===== src/rtl/sha256_pkg.sv =====
// sha256_pkg: constants, types and round functions for the byte-serial sha-256 hasher
// no dependencies
`default_nettype none
package sha256_pkg;

   localparam int unsigned BlockBytes = 64;
   localparam int unsigned LenPos     = 56;
   localparam logic [7:0]  PadMark    = 8'h80;

   typedef enum logic [0:0] {
      OP_ABSORB = 1'b0,
      OP_FINISH = 1'b1
   } op_type;

   typedef logic [31:0] word_type;

   localparam word_type InitHash [8] = '{
      32'h6a09e667, 32'hbb67ae85, 32'h3c6ef372, 32'ha54ff53a,
      32'h510e527f, 32'h9b05688c, 32'h1f83d9ab, 32'h5be0cd19
   };

   localparam word_type RoundK [64] = '{
      32'h428a2f98, 32'h71374491, 32'hb5c0fbcf, 32'he9b5dba5,
      32'h3956c25b, 32'h59f111f1, 32'h923f82a4, 32'hab1c5ed5,
      32'hd807aa98, 32'h12835b01, 32'h243185be, 32'h550c7dc3,
      32'h72be5d74, 32'h80deb1fe, 32'h9bdc06a7, 32'hc19bf174,
      32'he49b69c1, 32'hefbe4786, 32'h0fc19dc6, 32'h240ca1cc,
      32'h2de92c6f, 32'h4a7484aa, 32'h5cb0a9dc, 32'h76f988da,
      32'h983e5152, 32'ha831c66d, 32'hb00327c8, 32'hbf597fc7,
      32'hc6e00bf3, 32'hd5a79147, 32'h06ca6351, 32'h14292967,
      32'h27b70a85, 32'h2e1b2138, 32'h4d2c6dfc, 32'h53380d13,
      32'h650a7354, 32'h766a0abb, 32'h81c2c92e, 32'h92722c85,
      32'ha2bfe8a1, 32'ha81a664b, 32'hc24b8b70, 32'hc76c51a3,
      32'hd192e819, 32'hd6990624, 32'hf40e3585, 32'h106aa070,
      32'h19a4c116, 32'h1e376c08, 32'h2748774c, 32'h34b0bcb5,
      32'h391c0cb3, 32'h4ed8aa4a, 32'h5b9cca4f, 32'h682e6ff3,
      32'h748f82ee, 32'h78a5636f, 32'h84c87814, 32'h8cc70208,
      32'h90befffa, 32'ha4506ceb, 32'hbef9a3f7, 32'hc67178f2
   };

   // control from the sequencer to the round unit
   typedef struct packed {
      logic       load;    // copy chain into working vars
      logic       round;   // run one round
      logic       fold;    // add working vars back into chain
      logic       restart; // chain back to initial values
      logic [5:0] rnd;     // round number
   } rnd_ctl_type;

   function automatic word_type ror32(input word_type x, input int unsigned n);
      ror32 = (x >> n) | (x << (32 - n));
   endfunction

endpackage
`default_nettype wire


===== src/rtl/sha256_round.sv =====
// sha256_round: chain words, working variables, message schedule and the shared round datapath
// depends on sha256_pkg
`default_nettype none
module sha256_round
   import sha256_pkg::*;
(
   input  wire logic        clock,
   input  wire logic        reset,
   input  wire rnd_ctl_type ctl,
   input  wire word_type    blk_word,   // block word ctl.rnd during first 16 rounds
   input  wire logic [2:0]  rd_index,
   output word_type         rd_word
);

   word_type chain_ff [8];
   word_type chain_in [8];
   word_type v_ff [8];
   word_type v_in [8];
   word_type w_ff [16];
   word_type w_in [16];

   word_type wt, s0, s1, t1, t2, big0, big1, ch, maj;

   // schedule word and round arithmetic
   always_comb begin
      s0 = ror32(w_ff[1], 7) ^ ror32(w_ff[1], 18) ^ (w_ff[1] >> 3);
      s1 = ror32(w_ff[14], 17) ^ ror32(w_ff[14], 19) ^ (w_ff[14] >> 10);
      wt = (ctl.rnd < 6'd16) ? blk_word : (s1 + w_ff[9] + s0 + w_ff[0]);
      big1 = ror32(v_ff[4], 6) ^ ror32(v_ff[4], 11) ^ ror32(v_ff[4], 25);
      ch   = (v_ff[4] & v_ff[5]) ^ (~v_ff[4] & v_ff[6]);
      t1   = v_ff[7] + big1 + ch + RoundK[ctl.rnd] + wt;
      big0 = ror32(v_ff[0], 2) ^ ror32(v_ff[0], 13) ^ ror32(v_ff[0], 22);
      maj  = (v_ff[0] & v_ff[1]) ^ (v_ff[0] & v_ff[2]) ^ (v_ff[1] & v_ff[2]);
      t2   = big0 + maj;
   end

   // next state of working vars, window and chain
   always_comb begin
      chain_in = chain_ff;
      v_in     = v_ff;
      w_in     = w_ff;
      if (ctl.load) begin
         v_in = chain_ff;
      end
      if (ctl.round) begin
         v_in[7] = v_ff[6];
         v_in[6] = v_ff[5];
         v_in[5] = v_ff[4];
         v_in[4] = v_ff[3] + t1;
         v_in[3] = v_ff[2];
         v_in[2] = v_ff[1];
         v_in[1] = v_ff[0];
         v_in[0] = t1 + t2;
         for (int i = 0; i < 15; i++) w_in[i] = w_ff[i+1];
         w_in[15] = wt;
      end
      if (ctl.fold) begin
         for (int i = 0; i < 8; i++) chain_in[i] = chain_ff[i] + v_ff[i];
      end
      if (ctl.restart) begin
         chain_in = InitHash;
      end
   end

   // chain resets to initial hash; working vars need none
   always_ff @(posedge clock) begin
      if (reset) begin
         chain_ff <= InitHash;
      end else begin
         chain_ff <= chain_in;
      end
      v_ff <= v_in;
      w_ff <= w_in;
   end

   assign rd_word = chain_ff[rd_index];

endmodule
`default_nettype wire


===== src/rtl/sha256_stream_hasher.sv =====
// sha256_stream_hasher: byte-serial sha-256 top level with block buffer and sequencer
// depends on sha256_pkg and sha256_round
//
//   channel | ports                          | direction
//   request | req_valid/ready, op, data_byte | in
//   result  | rsp_valid/ready, digest_word,  | out
//           | word_index, last_word          |
//
// an absorb request writes one byte; when it fills a block, a load state, 64 rounds
// of the shared round unit and a fold state follow before the next request is taken.
// a finish request feeds padding one byte a cycle, compressing one or two
// blocks, then shows eight result words, one per accepted cycle.
// reset clears the sequencer, counters and chain; the block buffer is not cleared.
// a stalled result holds the hasher; no request is taken until all eight go out.
`default_nettype none
module sha256_stream_hasher
   import sha256_pkg::*;
(
   input  wire logic        clock,
   input  wire logic        reset,
   input  wire logic        req_valid,
   output logic             req_ready,
   input  wire logic        req_op,
   input  wire logic [7:0]  req_data_byte,
   output logic             rsp_valid,
   input  wire logic        rsp_ready,
   output logic [31:0]      rsp_digest_word,
   output logic [2:0]       rsp_word_index,
   output logic             rsp_last_word
);

   typedef enum logic [5:0] {
      ST_IDLE  = 6'b000001,
      ST_PAD   = 6'b000010,
      ST_LOAD  = 6'b000100,
      ST_ROUND = 6'b001000,
      ST_FOLD  = 6'b010000,
      ST_OUT   = 6'b100000
   } state_type;

   state_type   state_ff, state_in;
   logic [5:0]  fill_ff, fill_in;
   logic [63:0] bits_ff, bits_in;
   logic [63:0] len_ff, len_in;     // length latched at finish
   logic        fin_ff, fin_in;     // finishing message
   logic [3:0]  pcnt_ff, pcnt_in;   // padding byte index (0 = mark)
   logic        lenblk_ff, lenblk_in; // current padded block carries the length
   logic [5:0]  rnd_ff, rnd_in;
   logic [2:0]  oidx_ff, oidx_in;

   word_type    buf_mem [16];       // block buffer, big-endian words
   word_type    blk_ff;
   logic [3:0]  rd_addr;
   logic        wr_en;
   logic [7:0]  wr_byte;
   rnd_ctl_type ctl;
   word_type    blk_word, rd_word;
   logic [7:0]  pad_byte;

   // padding byte: mark, zeros, then big-endian length
   always_comb begin
      if (pcnt_ff == 4'd0) begin
         pad_byte = PadMark;
      end else if (lenblk_ff && fill_ff >= 6'(LenPos)) begin
         pad_byte = len_ff[{~fill_ff[2:0], 3'b111} -: 8];
      end else begin
         pad_byte = 8'h00;
      end
   end

   // block word for the first sixteen rounds, read from the buffer in the cycle before its round
   assign rd_addr  = (state_ff == ST_LOAD) ? 4'd0 : (rnd_ff[3:0] + 4'd1);
   assign blk_word = blk_ff;

   // sequencer
   always_comb begin
      state_in  = state_ff;
      fill_in   = fill_ff;
      bits_in   = bits_ff;
      len_in    = len_ff;
      fin_in    = fin_ff;
      pcnt_in   = pcnt_ff;
      lenblk_in = lenblk_ff;
      rnd_in    = rnd_ff;
      oidx_in   = oidx_ff;
      wr_en     = 1'b0;
      wr_byte   = req_data_byte;
      ctl       = '0;
      ctl.rnd   = rnd_ff;
      unique case (state_ff)
         ST_IDLE: begin
            if (req_valid) begin
               if (req_op == OP_ABSORB) begin
                  wr_en   = 1'b1;
                  fill_in = fill_ff + 6'd1;
                  bits_in = bits_ff + 64'd8;
                  if (fill_ff == 6'd63) state_in = ST_LOAD;
               end else begin
                  len_in    = bits_ff;
                  fin_in    = 1'b1;
                  pcnt_in   = '0;
                  lenblk_in = (fill_ff < 6'(LenPos));
                  state_in  = ST_PAD;
               end
            end
         end
         ST_PAD: begin
            wr_en   = 1'b1;
            wr_byte = pad_byte;
            fill_in = fill_ff + 6'd1;
            pcnt_in = 4'd1;
            if (fill_ff == 6'd63) state_in = ST_LOAD;
         end
         ST_LOAD: begin
            ctl.load = 1'b1;
            rnd_in   = '0;
            state_in = ST_ROUND;
         end
         ST_ROUND: begin
            ctl.round = 1'b1;
            rnd_in    = rnd_ff + 6'd1;
            if (rnd_ff == 6'd63) state_in = ST_FOLD;
         end
         ST_FOLD: begin
            ctl.fold = 1'b1;
            if (!fin_ff) begin
               state_in = ST_IDLE;
            end else if (lenblk_ff) begin
               oidx_in  = '0;
               state_in = ST_OUT;
            end else begin
               // mark landed in the length slot: one more block
               lenblk_in = 1'b1;
               state_in  = ST_PAD;
            end
         end
         ST_OUT: begin
            if (rsp_ready) begin
               oidx_in = oidx_ff + 3'd1;
               if (oidx_ff == 3'd7) begin
                  ctl.restart = 1'b1;
                  fin_in   = 1'b0;
                  fill_in  = '0;
                  bits_in  = '0;
                  state_in = ST_IDLE;
               end
            end
         end
         default: state_in = ST_IDLE;
      endcase
   end

   // control registers
   always_ff @(posedge clock) begin
      if (reset) begin
         state_ff  <= ST_IDLE;
         fill_ff   <= '0;
         bits_ff   <= '0;
         fin_ff    <= 1'b0;
         pcnt_ff   <= '0;
         lenblk_ff <= 1'b0;
         rnd_ff    <= '0;
         oidx_ff   <= '0;
      end else begin
         state_ff  <= state_in;
         fill_ff   <= fill_in;
         bits_ff   <= bits_in;
         fin_ff    <= fin_in;
         pcnt_ff   <= pcnt_in;
         lenblk_ff <= lenblk_in;
         rnd_ff    <= rnd_in;
         oidx_ff   <= oidx_in;
      end
      len_ff <= len_in;
   end

   // block buffer: byte writes into big-endian words, registered word read
   always_ff @(posedge clock) begin
      if (wr_en) buf_mem[fill_ff[5:2]][{~fill_ff[1:0], 3'b000} +: 8] <= wr_byte;
      blk_ff <= buf_mem[rd_addr];
   end

   sha256_round u_round (
      .clock    (clock),
      .reset    (reset),
      .ctl      (ctl),
      .blk_word (blk_word),
      .rd_index (oidx_ff),
      .rd_word  (rd_word)
   );

   assign req_ready       = (state_ff == ST_IDLE);
   assign rsp_valid       = (state_ff == ST_OUT);
   assign rsp_digest_word = rd_word;
   assign rsp_word_index  = oidx_ff;
   assign rsp_last_word   = (oidx_ff == 3'd7);

   // checks
   a_ready_excl: assert property (@(posedge clock) disable iff (reset)
      !(req_ready && rsp_valid)) else $error("ready while results pending");
   a_out_start: assert property (@(posedge clock) disable iff (reset)
      $rose(rsp_valid) |-> rsp_word_index == 3'd0) else $error("digest not from word 0");
   a_fold_after: assert property (@(posedge clock) disable iff (reset)
      state_ff == ST_FOLD |-> $past(rnd_ff) == 6'd63) else $error("fold early");
   a_out_empty: assert property (@(posedge clock) disable iff (reset)
      rsp_valid |-> fill_ff == 6'd0) else $error("buffer not empty on output");

endmodule
`default_nettype wire

===== config.mk =====
export PLATFORM = sky130hd
export DESIGN_NAME = sha256_stream_hasher
export DESIGN_NICKNAME = d
export VERILOG_FILES = /design/src/rtl/sha256_pkg.sv /design/src/rtl/sha256_round.sv /design/src/rtl/sha256_stream_hasher.sv
export SDC_FILE = /design/constraint.sdc
export NUM_CORES = 2
export LEC_CHECK = 0
export BUFFER_PORTS_ARGS = -buffer_cell sky130_fd_sc_hd__buf_2
export CAP_MARGIN = 20
export CORE_MARGIN = 2
export CORE_UTILIZATION = 55
export CTS_BUF_LIST = sky130_fd_sc_hd__clkbuf_4 sky130_fd_sc_hd__clkbuf_8
export DETAILED_ROUTE_END_ITERATION = 10
export GPL_TIMING_DRIVEN = 0
export HOLD_SLACK_MARGIN = 0.08
export PLACE_DENSITY = 0.81
export SLEW_MARGIN = 20
export SYNTH_ARGS = -nofsm -noshare
export SYNTH_HDL_FRONTEND = slang
export SYNTH_HIERARCHICAL = 1
export SYNTH_SLANG_ARGS = --single-unit
export TNS_END_PERCENT = 10

===== constraint.sdc =====
create_clock -name clock -period 19.93 [get_ports clock]
set_input_delay 4.9825 -clock clock [delete_from_list [all_inputs] [get_ports clock]]
set_output_delay 4.9825 -clock clock [all_outputs]
set_load 0.03 [all_outputs]

# After elaboration in Yosys (flattened, before gate mapping)
# Memories as Yosys holds them, arrays and structs flattened. A register that Yosys moved wholly into a read port is not among the register bits.
# Cells that the tools add are included.
[totals]
reg_bits = 1179
output_inout_bits = 38
latch_bits = 0
romBits = 2048
n_memories = 2
ramBits = 512
elab_cells = 200
[classes]
bitwise_logic = 31
mul = 0
order_cmp = 5
n_eq_ne = 17
n_mux = 59
div_mod_pow = 0
shift = 3
reduce_logical = 18
add_sub_neg = 24
[mem_list]
columns = ["name", "words", "word_bits", "read_ports", "rd_ports_with_merged_regs", "write_ports", "line_no", "rtl"]
rows = [
  ["(name not given)", 64, 32, 1, 0, 0, "sha256_round.sv:31", "t1 = v_ff[7] + big1 + ch + RoundK[ctl.rnd] + wt;"],
  ["buf_mem", 16, 32, 1, 1, 1, "sha256_stream_hasher.sv:51", "word_type buf_mem [16];"],
]
[ops]
columns = ["operator", "count"]
rows = [
  ["adder 32 bit", 18],
  ["2-to-1 mux 256 bit", 2],
  ["bitwise XOR 32 bit", 9],
  ["2-to-1 mux 64 bit", 4],
  ["2-to-1 mux 32 bit", 6],
  ["AND 32 bit", 5],
  ["case mux 64 bit (2 select lines)", 1],
  ["binary-select mux 32 bit (select 3 bit)", 1],
  ["2-to-1 mux 6 bit", 12],
  ["indexed part select 71 x 7 -> 8 bit", 1],
  ["adder 64 x 4 -> 64 bit (second input constant)", 1],
  ["case mux 6 bit (6 select lines)", 1],
  ["NOT 32 bit", 1],
  ["bitwise OR 10 x 32 -> 32 bit", 1],
  ["bitwise OR 13 x 32 -> 32 bit", 1],
  ["bitwise OR 14 x 32 -> 32 bit", 1],
  ["bitwise OR 15 x 32 -> 32 bit", 1],
  ["bitwise OR 19 x 32 -> 32 bit", 1],
  ["bitwise OR 21 x 32 -> 32 bit", 1],
  ["bitwise OR 25 x 32 -> 32 bit", 1],
  ["bitwise OR 26 x 32 -> 32 bit", 1],
  ["bitwise OR 30 x 32 -> 32 bit", 1],
  ["bitwise OR 7 x 32 -> 32 bit", 1],
  ["variable shift 8 x 7 -> 32 bit (first input constant)", 1],
  ["other kinds (42)", 84],
]

# Logic depth before layout (Yosys ltp)
[depth]
word_depth = 10
ltp_mapped = 48
depth_no_buf = 48

# Cells and area by module
# Netlist, hierarchy kept.
[modules_own_cells]
columns = ["mod", "area_per_inst_um2", "n_inst", "cells_per_inst"]
rows = [
  ["sha256_round", 65073.7, 1, 5955],
  ["sha256_stream_hasher", 27850.5, 1, 1963],
]

# Least setup slack after synthesis
# Ideal clock, no wire load.
[synth_timing]
kind = "register to register"
from = "register state_ff[2]"
to = "register u_round/v_ff[0] (netlist bit) (enable)"
arrival_ps = 15384
period_less_slack_ps = 15895
slack_ps = 4035
stages_incl_launch_ff = 9
path_cell_list = "dfxtp_1 > buf_2 > nor4_1 > nand3_1 > inv_1 > clkbuf_1 > clkbuf_1 > clkbuf_1 > or2_2"
[synth_rtl]
columns = ["element", "line_no", "rtl"]
rows = [
  ["start, declared", "sha256_stream_hasher.sv:41", "state_type state_ff, state_in;"],
  ["start signal, assigned", "sha256_stream_hasher.sv:165", "state_ff <= state_in;"],
  ["end signal, assigned", "sha256_round.sv:72", "v_ff <= v_in;"],
  ["end, declared", "sha256_round.sv:17", "word_type v_ff [8];"],
]

==> reports/qor.csv <==
metric,value,unit
detail_route.vias_per_cell,6.516,
fin_crit,11630,ps
rsz0062_at_grt,no,
avgSynthCellArea,11.74,sq um
dp_hpwl,236.0,mm
die_area,172300,sq um
ys_seq_elements,1714,
cpMaxStageDelayCell,fa_1,
post_cts_resized,0,
max_freq,0.08596,GHz
grt_pass1_vias,66540,
worstMarginPinSlew,1338,ps
core,167400,sq um
crit_path_end_kind,flip-flop,
final_layout_size_suffix_gt1_frac,0.1362,
drv_slew,0,
layout.cells.non_filler,10730,
hp-class,flip-flop to flip-flop,
vias,69950,
detail-route-antenna-nets,0,
wl_met3,39.94,mm
wl_per_cell,29.64,um
timing.critical_path.from_type,flip-flop,
syn_to_final_growth,10.39,%
whs,388.3,ps
cts_sinks,1714,
fin_nets,8910,
synthFlopType,edfxtp_1,
yosysWarnings,6,
rows,150,
start_util,0.5551,
wirelength,318.2,mm
p_total,7.295,mW
wl_met1,125.3,mm
overflow,0,
reg2reg_depth,45,
routabilityCongestion,1.047,
grt_pass1_wl,450.6,mm
syn_nets,8527,
cts_buffer_depth,4,
numCtsBuffers,303,
drc,0,
postCtsSetupRepairBufs,0,
io-pin-count,51,
cpPeakStageDelay,610,ps
finalHoldViolCount,0,
insertion_delay,1070,ps
skew,92.42,ps
top_layer_used,met5,
dp.cells,10190,
relSlewSlack,0.1082,
cp-startpoint,u_round/w_ff[452],
power.density,71.12,nW/um^2
path_class,flip-flop to flip-flop,
hold_start,u_round/w_ff[400],
io_buffers,50,
path_max_fanout,5,
n_fill_cell,13110,
path_common_cell,fa_1,
worstPathRequired,20690,ps
synth.distinct_cells,104,
vdd_ir_drop_max,0.00008030,V
synth-edff-count,1341,
setup_viol_count_final,0,
timing.final.crit_share,0.5837,
hold_buffers,0,
grt_usage,0.3612,
cts_root_buf,clkbuf_8,
fp.dieH,415.0,um
synthCells,7918,
ctsHtreeMaxLevel,5,
worstHoldPathCells,0,
final_core_util,0.6127,
antenna_found_initial,25,
grt_max_degree,102,
arrival,12390,ps
drt_iter0_drc,10150,
clk_pin_slew,70,ps
die_width,415.0,um
worstReg2RegStart,u_round/w_ff[452],
leakage,37.94,nW
dr.pass1.iters,6,
syn-cell-area,92920,sq um
finalSetupTns,0,ps
async_flop_share,0,
status,"complete, no violations",
dr_wl_met2,131.8,mm
cts_tree,built,
seq_area_frac_synth,0.5137,
cap_violations,0,
[cell usage after synthesis, types with 17 or more instances]
cell type  number  area share
a211o_1        51      0.0048
a211oi_1       93      0.0075
a21boi_0       18      0.0015
a21o_1        164       0.013
a21oi_1       500       0.027
a22o_1         31      0.0029
a311oi_1       18      0.0017
a31o_2         44      0.0041
a31oi_1        87      0.0059
and2_1         25      0.0017
and3_1         52      0.0035
buf_1          51      0.0021
clkbuf_1      329       0.013
dfxtp_1       373       0.080
edfxtp_1     1341        0.43
fa_1          196       0.042
ha_1          400       0.054
inv_1         489       0.020
maj3_1         28      0.0030
mux2_2        304       0.037
mux2i_1       205       0.022
mux4_2        117       0.028
nand2_1       445       0.018
nand2b_1       48      0.0032
nand3_1       128      0.0069
nand4_1        40      0.0027
nor2_1        584       0.024
nor2b_1        62      0.0042
nor3_1         88      0.0047
o2111ai_1      22      0.0021
o211ai_1       48      0.0039
o21a_1         67      0.0054
o21ai_0       448       0.024
o21bai_1       52      0.0042
o22ai_1        18      0.0012
o31ai_1        49      0.0040
or2_2          17      0.0011
or3_1          54      0.0036
or4_1          25      0.0020
xnor2_1       404       0.038
xor2_1        171       0.016
[power by group]
part,total (mW),internal [mW],switching [mW]
Combinational,0.143,0.0271,0.116
Clock,3.29,1.81,1.49
Sequential,3.86,3.85,0.00882
Total,7.30,5.69,1.61
[per-stage QoR]
stage          instance area, sq um  worst slack (ps)
2_1_floorplan                 92920              4035
3_3_place_gp                  95930             -3314
3_5_place_dp                  96490              8622
4_1_cts                      102400              8446
5_1_grt                      102600              7919
6_report                     102600              8297
[final timing paths]
| check | endpoint | slack, ps |
|---|---|---|
| max | u_round/v_ff[255] | 8300 |
| min | u_round/w_ff[432] | 390 |
| max reg2reg | u_round/v_ff[255] | 8300 |
| min reg2reg | u_round/w_ff[432] | 390 |
[area by class of cell]
cell class | count | area [sq um] | area share
clock buffers | 438 | 5353 | 0.05218
clock inverters | 86 | 583.1 | 0.005684
diodes | 10 | 25.02 | 0.0002440
inverters | 492 | 1857 | 0.01810
plain buffers | 388 | 1528 | 0.01489
well taps | 2204 | 2758 | 0.02688
flip-flops and latches | 1714 | 47740 | 0.4654
multi-input cells | 5324 | 41960 | 0.4091
repair buffers | 78 | 773.2 | 0.007538
[kinds of logic (layout without fill, tap and decap cells)]
logic type / after synthesis / after routing / share of synthesized area
AO/OA/AOI/OAI: 1859 / 1859 / 0.1280
flip-flops: 1714 / 1714 / 0.5137
buffers and inverters: 880 / 1482 / 0.03565
adder cells (fa/ha/maj): 624 / 624 / 0.09910
XOR/XNOR: 576 / 576 / 0.05437
other: 0 / 10 / 0
multiplexers: 626 / 626 / 0.08728
AND/OR/NAND/NOR: 1639 / 1639 / 0.08184
[sequential cells by signal, summed over array words and instances, names as in the netlist, 32 cells and up]
name	flops
len_ff	61
u_round/v_ff	256
u_round/chain_ff	256
bits_ff	61
u_round/w_ff	512
buf_mem	512
blk_ff	32
[critical path: cells and delay by family (launching register included)]
family / cells / cell delay [ps]
flip-flops: 1 / 570
XOR/XNOR: 6 / 1270
buffers and inverters: 6 / 490
adder cells (fa/ha/maj): 10 / 4590
AND/OR/NAND/NOR: 8 / 1160
AO/OA/AOI/OAI: 15 / 3260
[layer usage]
metal	up-vias	global-route usage
met4	8	0.2142
met2	4675	0.5077
met5	-	0
li1	29920	-
met1	34420	0.4957
met3	919	0.1058
[cell usage in the layout, fill, tap and decap left out, types with 109 or more instances in the layout]
cell type / Yosys / final
xor2_1: 171 / 171
clkbuf_1: 329 / 288
dfxtp_1: 373 / 373
mux2_2: 304 / 304
xnor2_1: 404 / 404
ha_1: 400 / 400
o21ai_0: 448 / 444
fa_1: 196 / 196
edfxtp_1: 1341 / 1341
mux2i_1: 205 / 204
a21oi_1: 500 / 499
nand3_1: 128 / 128
nand2_1: 445 / 445
clkbuf_4: 0 / 109
a21o_1: 164 / 164
nor2_1: 584 / 561
clkbuf_8: 0 / 330
inv_1: 489 / 487
mux4_2: 117 / 117
No activity file was read; power rests on OpenSTA's default activity.
